<file path="config.mk">
export PLATFORM = sky130hd
export DESIGN_NAME = midpoint_circle_rasterizer
export DESIGN_NICKNAME = d
export VERILOG_FILES = /design/src/design/mcr_pkg.sv /design/src/design/mcr_octant_core.sv /design/src/design/mcr_emitter.sv /design/src/design/midpoint_circle_rasterizer.sv
export SDC_FILE = /design/constraint.sdc
export NUM_CORES = 1
export LEC_CHECK = 0
export BUFFER_PORTS_ARGS = -buffer_cell sky130_fd_sc_hd__buf_2
export CORE_ASPECT_RATIO = 1.25
export CORE_MARGIN = 8
export CORE_UTILIZATION = 55
export DETAILED_ROUTE_END_ITERATION = 16
export GPL_TIMING_DRIVEN = 0
export PLACE_DENSITY = 0.78
export RECOVER_POWER = 50
export SYNTH_ARGS = -nofsm -noshare
export SYNTH_HDL_FRONTEND = slang
export SYNTH_HIERARCHICAL = 1
export SYNTH_SLANG_ARGS = --single-unit
</file>
<file path="constraint.sdc">
create_clock -name clk -period 7.8 [get_ports clk]
set_clock_uncertainty 0.05 [all_clocks]
set_input_delay 0 -clock clk [delete_from_list [all_inputs] [get_ports clk]]
set_output_delay 0 -clock clk [all_outputs]
set_load 0.02 [all_outputs]
</file>
<file path="src/design/mcr_pkg.sv">
// Shared types and constants for the midpoint circle rasterizer.
// No dependencies; imported by every module of the block.
`default_nettype none

package mcr_pkg;

  localparam int CoordBits  = 15;
  localparam int RadiusBits = CoordBits - 1;
  localparam int OutBits    = CoordBits + 1;
  localparam int ErrBits    = 17;
  localparam int WideBits   = CoordBits + ErrBits;

  localparam logic CMD_START  = 1'b0;
  localparam logic CMD_STEP   = 1'b1;
  localparam logic KIND_POINT = 1'b0;
  localparam logic KIND_SPAN  = 1'b1;

  // Result slots of one step, in emission order.
  typedef enum logic [3:0] {
    SLOT_PT0,
    SLOT_PT1,
    SLOT_PT2,
    SLOT_PT3,
    SLOT_PT4,
    SLOT_PT5,
    SLOT_PT6,
    SLOT_PT7,
    SLOT_SPAN0,
    SLOT_SPAN1,
    SLOT_SPAN2,
    SLOT_SPAN3
  } slot_t;

  // Octant position handed from the core to the emitter on a productive step.
  typedef struct packed {
    logic signed [CoordBits-1:0] cx;
    logic signed [CoordBits-1:0] cy;
    logic signed [CoordBits-1:0] x;
    logic signed [CoordBits-1:0] y;
    logic                        fill;
    logic                        fin;
  } snap_t;

endpackage

`default_nettype wire

</file>
<file path="src/design/mcr_octant_core.sv">
// Circle state and midpoint advance: takes start and step beats.
// Depends on mcr_pkg; feeds a snapshot to mcr_emitter.
`default_nettype none

module mcr_octant_core (
  input  wire                             clk,
  input  wire                             rst_n,
  input  wire                             in_fire,
  input  wire                             in_command,
  input  wire signed [mcr_pkg::CoordBits-1:0]  in_center_x,
  input  wire signed [mcr_pkg::CoordBits-1:0]  in_center_y,
  input  wire        [mcr_pkg::RadiusBits-1:0] in_radius,
  input  wire                             in_fill,
  output logic                            emit,
  output mcr_pkg::snap_t                  snap
);
  import mcr_pkg::*;

  logic signed [CoordBits-1:0] x_r, y_r, cx_r, cy_r;
  logic signed [ErrBits-1:0]   err_r;
  logic                        fill_r, active_r;

  logic signed [CoordBits-1:0] x_nxt, y_nxt;
  logic signed [ErrBits-1:0]   err_nxt;
  logic [WideBits-1:0]         e1_w, d_w, e2_w;
  logic signed [ErrBits-1:0]   e1;
  logic                        x_ge_y, step_x, fin;

  always_comb begin
    x_ge_y = (x_r >= y_r);
    y_nxt  = y_r + 1'b1;
    // err + 1 + 2*(y+1), kept modulo 2^ErrBits
    e1_w   = WideBits'(err_r) + (WideBits'(y_r) << 1) + WideBits'(3);
    e1     = e1_w[ErrBits-1:0];
    d_w    = WideBits'(e1) - WideBits'(x_r);
    step_x = !d_w[WideBits-1];
    // e1 + 1 - 2*(x-1)
    e2_w   = WideBits'(e1) + WideBits'(3) - (WideBits'(x_r) << 1);
    if (step_x) begin
      x_nxt   = x_r - 1'b1;
      err_nxt = e2_w[ErrBits-1:0];
    end else begin
      x_nxt   = x_r;
      err_nxt = e1;
    end
    fin = (x_nxt < y_nxt);
  end

  always_comb begin
    emit      = in_fire && (in_command == CMD_STEP) && active_r && x_ge_y;
    snap.cx   = cx_r;
    snap.cy   = cy_r;
    snap.x    = x_r;
    snap.y    = y_r;
    snap.fill = fill_r;
    snap.fin  = fin;
  end

  always_ff @(posedge clk) begin
    if (!rst_n) begin
      x_r      <= '0;
      y_r      <= '0;
      err_r    <= '0;
      cx_r     <= '0;
      cy_r     <= '0;
      fill_r   <= 1'b0;
      active_r <= 1'b0;
    end else if (in_fire) begin
      if (in_command == CMD_START) begin
        cx_r     <= in_center_x;
        cy_r     <= in_center_y;
        x_r      <= $signed({1'b0, in_radius});
        y_r      <= '0;
        err_r    <= '0;
        fill_r   <= in_fill;
        active_r <= 1'b1;
      end else if (active_r) begin
        if (!x_ge_y) begin
          active_r <= 1'b0;
        end else begin
          x_r   <= x_nxt;
          y_r   <= y_nxt;
          err_r <= err_nxt;
          if (fin) begin
            active_r <= 1'b0;
          end
        end
      end
    end
  end

endmodule

`default_nettype wire

</file>
<file path="src/design/mcr_emitter.sv">
// Result sequencer and output register: walks the points and spans of one step.
// Depends on mcr_pkg; loaded from mcr_octant_core.
`default_nettype none

module mcr_emitter (
  input  wire                              clk,
  input  wire                              rst_n,
  input  wire                              emit,
  input  wire mcr_pkg::snap_t              snap,
  output logic                             free,
  output logic                             out_valid,
  input  wire                              out_ready,
  output logic                             out_kind,
  output logic signed [mcr_pkg::OutBits-1:0] out_start_x,
  output logic signed [mcr_pkg::OutBits-1:0] out_start_y,
  output logic signed [mcr_pkg::OutBits-1:0] out_end_x,
  output logic signed [mcr_pkg::OutBits-1:0] out_end_y,
  output logic                             out_last,
  output logic                             out_done_res
);
  import mcr_pkg::*;

  logic  busy_r, out_valid_r;
  slot_t slot_r;
  snap_t snap_r;

  logic                      kind_r, last_r, done_r;
  logic signed [OutBits-1:0] sx_r, sy_r, ex_r, ey_r;

  logic                      load_slot, is_last, kind_nxt;
  logic signed [OutBits-1:0] sx_nxt, sy_nxt, ex_nxt, ey_nxt;
  logic signed [OutBits-1:0] cx_px, cx_mx, cx_py, cx_my, cy_py, cy_my, cy_px, cy_mx;

  always_comb begin
    load_slot = busy_r && (!out_valid_r || out_ready);
    is_last   = (slot_r == SLOT_SPAN3) || ((slot_r == SLOT_PT7) && !snap_r.fill);
    free      = !busy_r || (load_slot && is_last);

    cx_px = OutBits'(snap_r.cx) + OutBits'(snap_r.x);
    cx_mx = OutBits'(snap_r.cx) - OutBits'(snap_r.x);
    cx_py = OutBits'(snap_r.cx) + OutBits'(snap_r.y);
    cx_my = OutBits'(snap_r.cx) - OutBits'(snap_r.y);
    cy_py = OutBits'(snap_r.cy) + OutBits'(snap_r.y);
    cy_my = OutBits'(snap_r.cy) - OutBits'(snap_r.y);
    cy_px = OutBits'(snap_r.cy) + OutBits'(snap_r.x);
    cy_mx = OutBits'(snap_r.cy) - OutBits'(snap_r.x);

    kind_nxt = KIND_POINT;
    sx_nxt   = cx_px;
    sy_nxt   = cy_py;
    case (slot_r)
      SLOT_PT0: begin sx_nxt = cx_px; sy_nxt = cy_py; end
      SLOT_PT1: begin sx_nxt = cx_py; sy_nxt = cy_px; end
      SLOT_PT2: begin sx_nxt = cx_my; sy_nxt = cy_px; end
      SLOT_PT3: begin sx_nxt = cx_mx; sy_nxt = cy_py; end
      SLOT_PT4: begin sx_nxt = cx_mx; sy_nxt = cy_my; end
      SLOT_PT5: begin sx_nxt = cx_my; sy_nxt = cy_mx; end
      SLOT_PT6: begin sx_nxt = cx_py; sy_nxt = cy_mx; end
      SLOT_PT7: begin sx_nxt = cx_px; sy_nxt = cy_my; end
      SLOT_SPAN0: begin kind_nxt = KIND_SPAN; sx_nxt = cx_mx; sy_nxt = cy_py; end
      SLOT_SPAN1: begin kind_nxt = KIND_SPAN; sx_nxt = cx_mx; sy_nxt = cy_my; end
      SLOT_SPAN2: begin kind_nxt = KIND_SPAN; sx_nxt = cx_my; sy_nxt = cy_px; end
      SLOT_SPAN3: begin kind_nxt = KIND_SPAN; sx_nxt = cx_my; sy_nxt = cy_mx; end
      default: begin kind_nxt = KIND_POINT; sx_nxt = cx_px; sy_nxt = cy_py; end
    endcase
    // spans run left to right: mirror the left x; points end where they start
    ex_nxt = (kind_nxt == KIND_SPAN) ? -sx_nxt + (OutBits'(snap_r.cx) <<< 1) : sx_nxt;
    ey_nxt = sy_nxt;
  end

  always_ff @(posedge clk) begin
    if (!rst_n) begin
      busy_r      <= 1'b0;
      slot_r      <= SLOT_PT0;
      out_valid_r <= 1'b0;
    end else begin
      if (load_slot) begin
        out_valid_r <= 1'b1;
        slot_r      <= slot_t'(slot_r + 1'b1);
        if (is_last) begin
          busy_r <= 1'b0;
        end
      end else if (out_ready) begin
        out_valid_r <= 1'b0;
      end
      if (emit) begin
        busy_r <= 1'b1;
        slot_r <= SLOT_PT0;
      end
    end
  end

  always_ff @(posedge clk) begin
    if (emit) begin
      snap_r <= snap;
    end
    if (load_slot) begin
      kind_r <= kind_nxt;
      sx_r   <= sx_nxt;
      sy_r   <= sy_nxt;
      ex_r   <= ex_nxt;
      ey_r   <= ey_nxt;
      last_r <= is_last;
      done_r <= snap_r.fin;
    end
  end

  assign out_valid    = out_valid_r;
  assign out_kind     = kind_r;
  assign out_start_x  = sx_r;
  assign out_start_y  = sy_r;
  assign out_end_x    = ex_r;
  assign out_end_y    = ey_r;
  assign out_last     = last_r;
  assign out_done_res = done_r;

endmodule

`default_nettype wire

</file>
<file path="src/design/midpoint_circle_rasterizer.sv">
// Top level of the midpoint circle rasterizer.
// Depends on mcr_pkg, mcr_octant_core and mcr_emitter.
//
// Input channel (in_valid/in_ready): a start beat (command 0) loads center,
// radius and fill flag and gives no result. A step beat (command 1) on a
// running circle emits the eight octant points of the current position and,
// with fill set, four horizontal spans, then advances the octant. A step on
// an idle or finished circle gives nothing.
// Output channel (out_valid/out_ready): one result per beat; out_last marks
// the final result of a step, out_done_res is set on every result of the
// step that finishes the circle.
// The step beat loads the snapshot register; the first result is then loaded
// into the output register once that register can take it.
// A step gives eight results, twelve with fill, which the emitter walks one
// result per cycle through its output register while the receiver does not
// stall; the next beat is taken in the cycle the last result is loaded. Start
// beats and steps without results do not hold in_ready low.
// Reset (rst_n low, synchronous) idles the block and clears the circle state.
// A receiver stall holds the output register and the result walk; in_ready
// stays low from a step beat with results until the last result of that step is loaded.
`default_nettype none

module midpoint_circle_rasterizer (
  input  wire                               clk,
  input  wire                               rst_n,
  input  wire                               in_valid,
  output logic                              in_ready,
  input  wire                               in_command,
  input  wire signed [mcr_pkg::CoordBits-1:0]  in_center_x,
  input  wire signed [mcr_pkg::CoordBits-1:0]  in_center_y,
  input  wire        [mcr_pkg::RadiusBits-1:0] in_radius,
  input  wire                               in_fill,
  output logic                              out_valid,
  input  wire                               out_ready,
  output logic                              out_kind,
  output logic signed [mcr_pkg::OutBits-1:0]   out_start_x,
  output logic signed [mcr_pkg::OutBits-1:0]   out_start_y,
  output logic signed [mcr_pkg::OutBits-1:0]   out_end_x,
  output logic signed [mcr_pkg::OutBits-1:0]   out_end_y,
  output logic                              out_last,
  output logic                              out_done_res
);
  import mcr_pkg::*;

  logic  free, in_fire, emit;
  snap_t snap;

  assign in_ready = free;
  assign in_fire  = in_valid && free;

  mcr_octant_core u_core (
    .clk         (clk),
    .rst_n       (rst_n),
    .in_fire     (in_fire),
    .in_command  (in_command),
    .in_center_x (in_center_x),
    .in_center_y (in_center_y),
    .in_radius   (in_radius),
    .in_fill     (in_fill),
    .emit        (emit),
    .snap        (snap)
  );

  mcr_emitter u_emit (
    .clk          (clk),
    .rst_n        (rst_n),
    .emit         (emit),
    .snap         (snap),
    .free         (free),
    .out_valid    (out_valid),
    .out_ready    (out_ready),
    .out_kind     (out_kind),
    .out_start_x  (out_start_x),
    .out_start_y  (out_start_y),
    .out_end_x    (out_end_x),
    .out_end_y    (out_end_y),
    .out_last     (out_last),
    .out_done_res (out_done_res)
  );

endmodule

`default_nettype wire
</file>
# Yosys cells after proc, flatten, opt, wreduce, memory -nomap -nowiden
# Cells that the tools add are included.
# word_totals
register_bits,198
latchBits,0
ramBits,0
rom_bits,0
inputBits,50
output_inout_bits,69
elab_cells,108
mem_count,0
# classes
n_addsub,18
multipliers,0
div_mod_pow,0
magnitude_cmp,2
eq_ne,13
shift,0
mux,24
bitwise_logic,2
n_reduce_logical,27
# op_table
operator,n
$mux W15,7
$pmux W16 S3,2
$mux W17,4
$add A15 B15 Y16,4
$sub A15 B15 Y16,4
$add A17 B3 Y17 const B,2
$sub A17 B15 Y18,1
$add A17 B16 Y17,1
$sub A17 B16 Y17,1
$add A16 B16 Y16,1
$eq A4 B3 Y1 const B,4
$eq A4 B4 Y1 const B,4
$mux W16,1
$neg A16 Y16,1
$add A15 B1 Y15 const B,1
$ge A15 B15 Y1,1
$lt A15 B15 Y1,1
$sub A15 B1 Y15 const B,1
$reduce_or A4 Y1,3
$mux W1,10
$reduce_or A3 Y1,3
$eq A4 B2 Y1 const B,2
$logic_and A1 B1 Y1,7
$reduce_bool A2 Y1,3
other kinds (9),17

# Depth between registers and ports, before layout
# depth
ltp_word,11
ltp_mapped,31
ltp_nobuf,31

# Cells and area by module
# Netlist, hierarchy kept.
# by_module_without_submodules
mod,instances,cells_each,area_each_um2,seq_area_each_um2
mcr_emitter,1,814,7977.7,3483.3
mcr_octant_core,1,834,6734.0,1581.5
midpoint_circle_rasterizer,1,1,6.3,0.0

# Worst setup path before layout
# Ideal clock, no wire load.
# synth_timing
path_type,register -> register
start,register u_core.y_r[0]
end,"register u_emit/snap_r[0] (netlist bit), data pin"
setup_ps,251
arrival_time_ps,5478
t_required_ps,7499
path_slack_ps,2021
stages_incl_launch_ff,28
n_path_buf,1
period_less_slack_ps,5779
path_cell_list,dfxtp_1 -> inv_1 -> ha_1 -> inv_1 -> ha_1 -> inv_1 -> fa_1 -> nor2b_1 -> o21ai_0 -> a21boi_0 -> o21ai_1 -> a21oi_1 -> o21a_1 -> o311ai_1 -> ha_1 -> and3_1 -> a221oi_1 -> o211ai_1 -> o21ai_2 -> nor3_1 -> nand3_1 -> xnor2_1 -> ha_1 -> nand4_1 -> or4_1 -> a31oi_1 -> o31ai_1 -> buf_4
# synth_between
elab_chain_cells,5
word_cells_on_any_way,6
classes_between,4 x add/sub; 1 x order compare; 1 x mux
# synth_lines
element,line,rtl
from (decl),mcr_octant_core.sv:19,"logic signed [CoordBits-1:0] x_r, y_r, cx_r, cy_r;"
from (signal assigned),mcr_octant_core.sv:82,y_r <= y_nxt;
$add A17 B16 Y17,mcr_octant_core.sv:33,e1_w = WideBits'(err_r) + (WideBits'(y_r) << 1) + WideBits'(3);
$add A17 B3 Y17,mcr_octant_core.sv:33,
$sub A17 B15 Y18,mcr_octant_core.sv:35,d_w = WideBits'(e1) - WideBits'(x_r);
$mux W15,mcr_octant_core.sv:39,if (step_x) begin
$lt A15 B15 Y1 *,mcr_octant_core.sv:46,fin = (x_nxt < y_nxt);
via u_core.fin,mcr_octant_core.sv:27,"logic x_ge_y, step_x, fin;"
to (signal assigned),mcr_emitter.sv:95,snap_r <= snap;
to (decl),mcr_emitter.sv:25,snap_t snap_r;
# The timed path passes the listed nets; every way through them passes the cells marked *.
# A chain may end at the register's enable or synchronous reset.

# Final worst setup path
# layout_timing
start,register u_emit.slot_r[0]
end,"register u_emit.ex_r[15], in the netlist u_emit/out_end_x[15], data pin"
# layout_between
elab_chain_cells,6
word_cells_on_any_way,19
classes_between,2 x add/sub; 10 x eq/ne; 3 x mux; 4 x reduce/logical
# layout_lines
element,line,rtl
from (decl),mcr_emitter.sv:24,slot_t slot_r;
from (signal assigned),mcr_emitter.sv:79,slot_r <= slot_t'(slot_r + 1'b1);
$eq A4 B2 Y1 (tied with other cells),mcr_emitter.sv:51,case (slot_r)
$reduce_or A4 Y1 (no source line) or $reduce_or A2 Y1 (tied branches),-,
$pmux W16 S3 *,mcr_emitter.sv:51,
via u_emit.sx_nxt[4],mcr_emitter.sv:31,"logic signed [OutBits-1:0] sx_nxt, sy_nxt, ex_nxt, ey_nxt;"
$neg A16 Y16 *,mcr_emitter.sv:67,ex_nxt = (kind_nxt == KIND_SPAN) ? -sx_nxt + (OutBits'(snap_r.cx) <<< 1) : sx_nxt;
$add A16 B16 Y16 *,mcr_emitter.sv:67,
$mux W16 *,mcr_emitter.sv:67,
via u_emit.ex_nxt[15],mcr_emitter.sv:31,
to (signal assigned),mcr_emitter.sv:101,ex_r <= ex_nxt;
to (decl),mcr_emitter.sv:28,"logic signed [OutBits-1:0] sx_r, sy_r, ex_r, ey_r;"
# Marks and branches as above.

==> results.md <==
- Area after DPL: 15800 um2
- CTS Buf Count: 17
- Relative slew slack: -34.9%
- GP Congestion: 0.964
- Drt wl/cell: 19.0 um
- Die X: 162 um
- Syn Inst Count: 1649
- Share of flip-flops with an asynchronous set or reset: 0%
- Failing checks: capacitance limit, slew limit
- Final HPWL DP: 32.2 mm
- Initial core utilization: 55.4%
- Port Buffer Count: 118
- Pwr/cell area: 412 nW/um2
- Share of cells above drive strength 1: 9.50%
- Clock tree from TritonCTS: built
- Worst min path class: primary input to flop
- Met3 wire len: 1.94 mm
- Post-synth EDFFs: 112
- Met2 routed WL: 21.3 mm
- Gr usage total: 26.0%
- Highest Signal Layer: met4
- Worst VDD drop: 0.000389 V
- Combinational power share: 66.3%
- Final instance area: 16700 um2
- Setup CP Type: flop to flop
- Net Sw Frac: 46.7%
- Longest Clk Path Bufs: 2
- Largest net degree at the start of global routing: 46
- Via count: 13100
- Hold slack: 0.0364 ns
- Initial DRC count: 774
- Setup Viol. Count Final: 0
- Final period util: 93.4%
- Core area: 26600 um2
- Final Critical Period: 7.28 ns
- Setup TNS: 0 ns
- Clk Latency, worst-skew pair: 0.45 ns
- Clock slew at reported path FFs: 0.08 ns
- Filler cells: 2282
- Count of cell types in the netlist: 101
- P&R area growth vs syn: 13.7%
- Pleak: 6.75 nW
- Row count: 67
- Synth warn: 6
- Critical path startpoint category: flop
- Iteration count of the initial detailed-routing pass: 5
- Final hold viol count: 0
- Crit. End Element: flop
- Syn Area/Cell: 8.93 um2
- Fin worst setup slack: 0.518 ns
- Synthesized cell area: 14700 um2
- Register area share after synthesis: 34.4%
- Ports: 119
- Clk sink count: 197
- CP max FO: 10
- Die ar.: 32300 um2
- Synth top area share: 22.9%
- CTS Root Cell: clkbuf_16
- Metal-1 WL: 15.9 mm
- Worst Path Required: 7.94 ns
- CP max-delay cell: o21ai_0
- Register bit total from synthesis: 197
- Max Transition Viols Final: 40
- Max-Cap Viols: 1
- Final antenna-violating net count: 0
- Vias per cell: 5.96
- Internal power: 3.67 mW
- Net switching power: 3.22 mW
- DRC violations left: 0
- Die Height: 199 um
- Worst Path Arrival: 7.42 ns
- Syn Nets: 1851
- Initial antenna violation count: 1
- H-tree depth: 4
- Clk pwr share: 12.1%
- RSZ-0062 raised after global routing: no
- # nets final: 2042
- Worst path most repeated cell: ha_1
- N_diodes: 0
- First-pass GRT wire length: 66.5 mm
- Final Util: 63.0%
- Ys flop type: edfxtp_1
- Grt total ovfl: 0
- Drt total wl: 41.7 mm
- Reg power frac: 21.7%
- Achievable frequency: 0.137 GHz
- Cell taking the most area after synthesis: edfxtp_1
- Slew @ Worst Pin: 2.02 ns
- Vias in the first global route: 13100
- Slowest stage delay, CP: 0.85 ns
- Ranking of synthesized cells by area: edfxtp_1 (23%), ha_1 (12%), dfxtp_1 (12%)
- Outcome: finished, violations left
- Pre-CTS setup slack: 0.170 ns
-- final cells by class --
type	count	area (um2)	share of cell area, %
repair buffers	172	1040	6.21
clock buffers	18	429	2.56
well taps	345	432	2.58
multi-input cells	1270	8890	53.1
flip-flops and latches	197	5060	30.3
plain buffers	79	384	2.30
inverters	103	387	2.31
clock inverters	14	114	0.680
-- per-stage QoR --
stage / total power [mW] / std cells
after detailed placement: 5.97 / 2115
final: 6.90 / 2198
after floorplan: 4.89 / 1649
after global placement: 5.86 / 2112
after CTS: 6.84 / 2196
after global routing: 7.42 / 2198
-- critical path, delay by kind of cell, from the launching register on --
| kind | cells | cell delay (ns) |
|---|---|---|
| flip-flops | 1 | 0.43 |
| XOR/XNOR | 2 | 0.35 |
| AO/OA/AOI/OAI | 13 | 3.36 |
| AND/OR/NAND/NOR | 3 | 0.65 |
| adder cells (fa/ha/maj) | 4 | 1.22 |
| buffers and inverters | 3 | 0.96 |
-- state kept, by name, indices dropped and copies added (netlist names) --
signal,count
u_emit/out_kind,1
u_core/fill_r,1
u_core/err_r,17
u_core/y_r,15
u_core/cy_r,15
u_emit/busy_r,1
u_core/x_r,15
u_emit/slot_r,4
u_emit/snap_r,62
u_emit/out_end_x,15
u_emit/out_end_y,16
u_emit/out_last,1
u_core/cx_r,15
u_emit/out_valid,1
u_core/active_r,1
u_emit/out_done_res,1
u_emit/out_start_x,16
-- cells in the final DEF (no fill, tap or decap), types with 15 or more instances in the layout --
cell type	count
o31ai_1	15
nor3_1	50
o21a_1	17
a31oi_1	17
a21o_1	28
nand2_1	171
buf_4	21
a21oi_1	105
ha_1	147
nand3_1	33
nor2_1	104
dlygate4sd3_1	49
o21ai_0	90
buf_2	60
xor2_1	16
clkbuf_1	118
or3_1	31
edfxtp_1	112
clkbuf_16	17
dfxtp_1	85
and3_1	31
xnor2_1	78
o22ai_1	15
inv_1	101
a21boi_0	48
a22oi_1	16
nor2b_1	29
and2_1	18
-- layer usage --
layer	GRT usage, %	up-vias
li1	-	6370
met1	27.3	6163
met2	47.2	427
met3	4.06	138
met4	17.2	0
met5	0	-
-- cells in the mapped netlist, types with 7 or more instances --
master and count:
nand2b_1 14, mux2i_1 14, a221oi_1 9, xor2_1 16, edfxtp_1 112, o21ai_0 90, clkbuf_1 45, nor2b_1 29
a31oi_1 17, buf_2 11, dfxtp_1 85, a21boi_0 48, and3_1 31, nand3_1 33, nor3_2 8, a22oi_1 16
or2_2 7, buf_4 20, ha_1 147, inv_1 101, nand4_1 7, nor2_1 104, nand2_1 171, o22ai_1 15
or3_1 31, and2_1 19, xnor2_1 78, o31ai_1 16, a21oi_1 106, a21o_1 28, nor3_1 51, o211ai_1 12
o21a_1 17, a211oi_1 10
-- final timing paths --
check | end | slack [ns] | startpoint | cells past startpoint
worst min-delay path | u_core/x_r[2] | 0.04 | in_radius[2] | 5
worst min register to register | u_emit/snap_r[59] | 0.38 | u_core/cx_r[12] | 0
worst max register to register | u_emit/out_end_x[15] | 0.52 | u_emit/slot_r[0] | 25
worst max-delay path | u_emit/out_end_x[15] | 0.52 | u_emit/slot_r[0] | 25
-- what timing repair did --
item | in CTS | in global routing
setup buffers | 0 | 2
setup endpoints to repair | 0 | 2
gates resized for setup | 0 | 3
hold endpoints to repair | 51 | 0
hold buffers | 49 | 0
-- kinds of logic (layout without fill, tap and decap cells) --
| kind of cell | Yosys count | after routing | synth area share (%) |
|---|---|---|---|
| xor gates and xnor gates | 97 | 97 | 5.93 |
| muxes | 17 | 17 | 1.18 |
| DFF | 197 | 197 | 34.4 |
| adders and majority gates | 154 | 154 | 13.3 |
| and+or+nand+nor | 534 | 534 | 18.0 |
| buffers and inverters | 182 | 386 | 5.30 |
| AOI/OAI and AO/OA | 468 | 468 | 21.9 |
-- power by group through the flow --
| stage | clock (mW) | combinational [mW] | sequential (mW) |
|---|---|---|---|
| 2_1_floorplan | 0 | 3.37 | 1.53 |
| 3_3_place_gp | 0 | 4.34 | 1.52 |
| 3_5_place_dp | 0 | 4.46 | 1.51 |
| 4_1_cts | 0.846 | 4.51 | 1.49 |
| 5_1_grt | 0.889 | 5.02 | 1.51 |
| 6_report | 0.831 | 4.57 | 1.49 |
(Power assumes the default switching activity.)
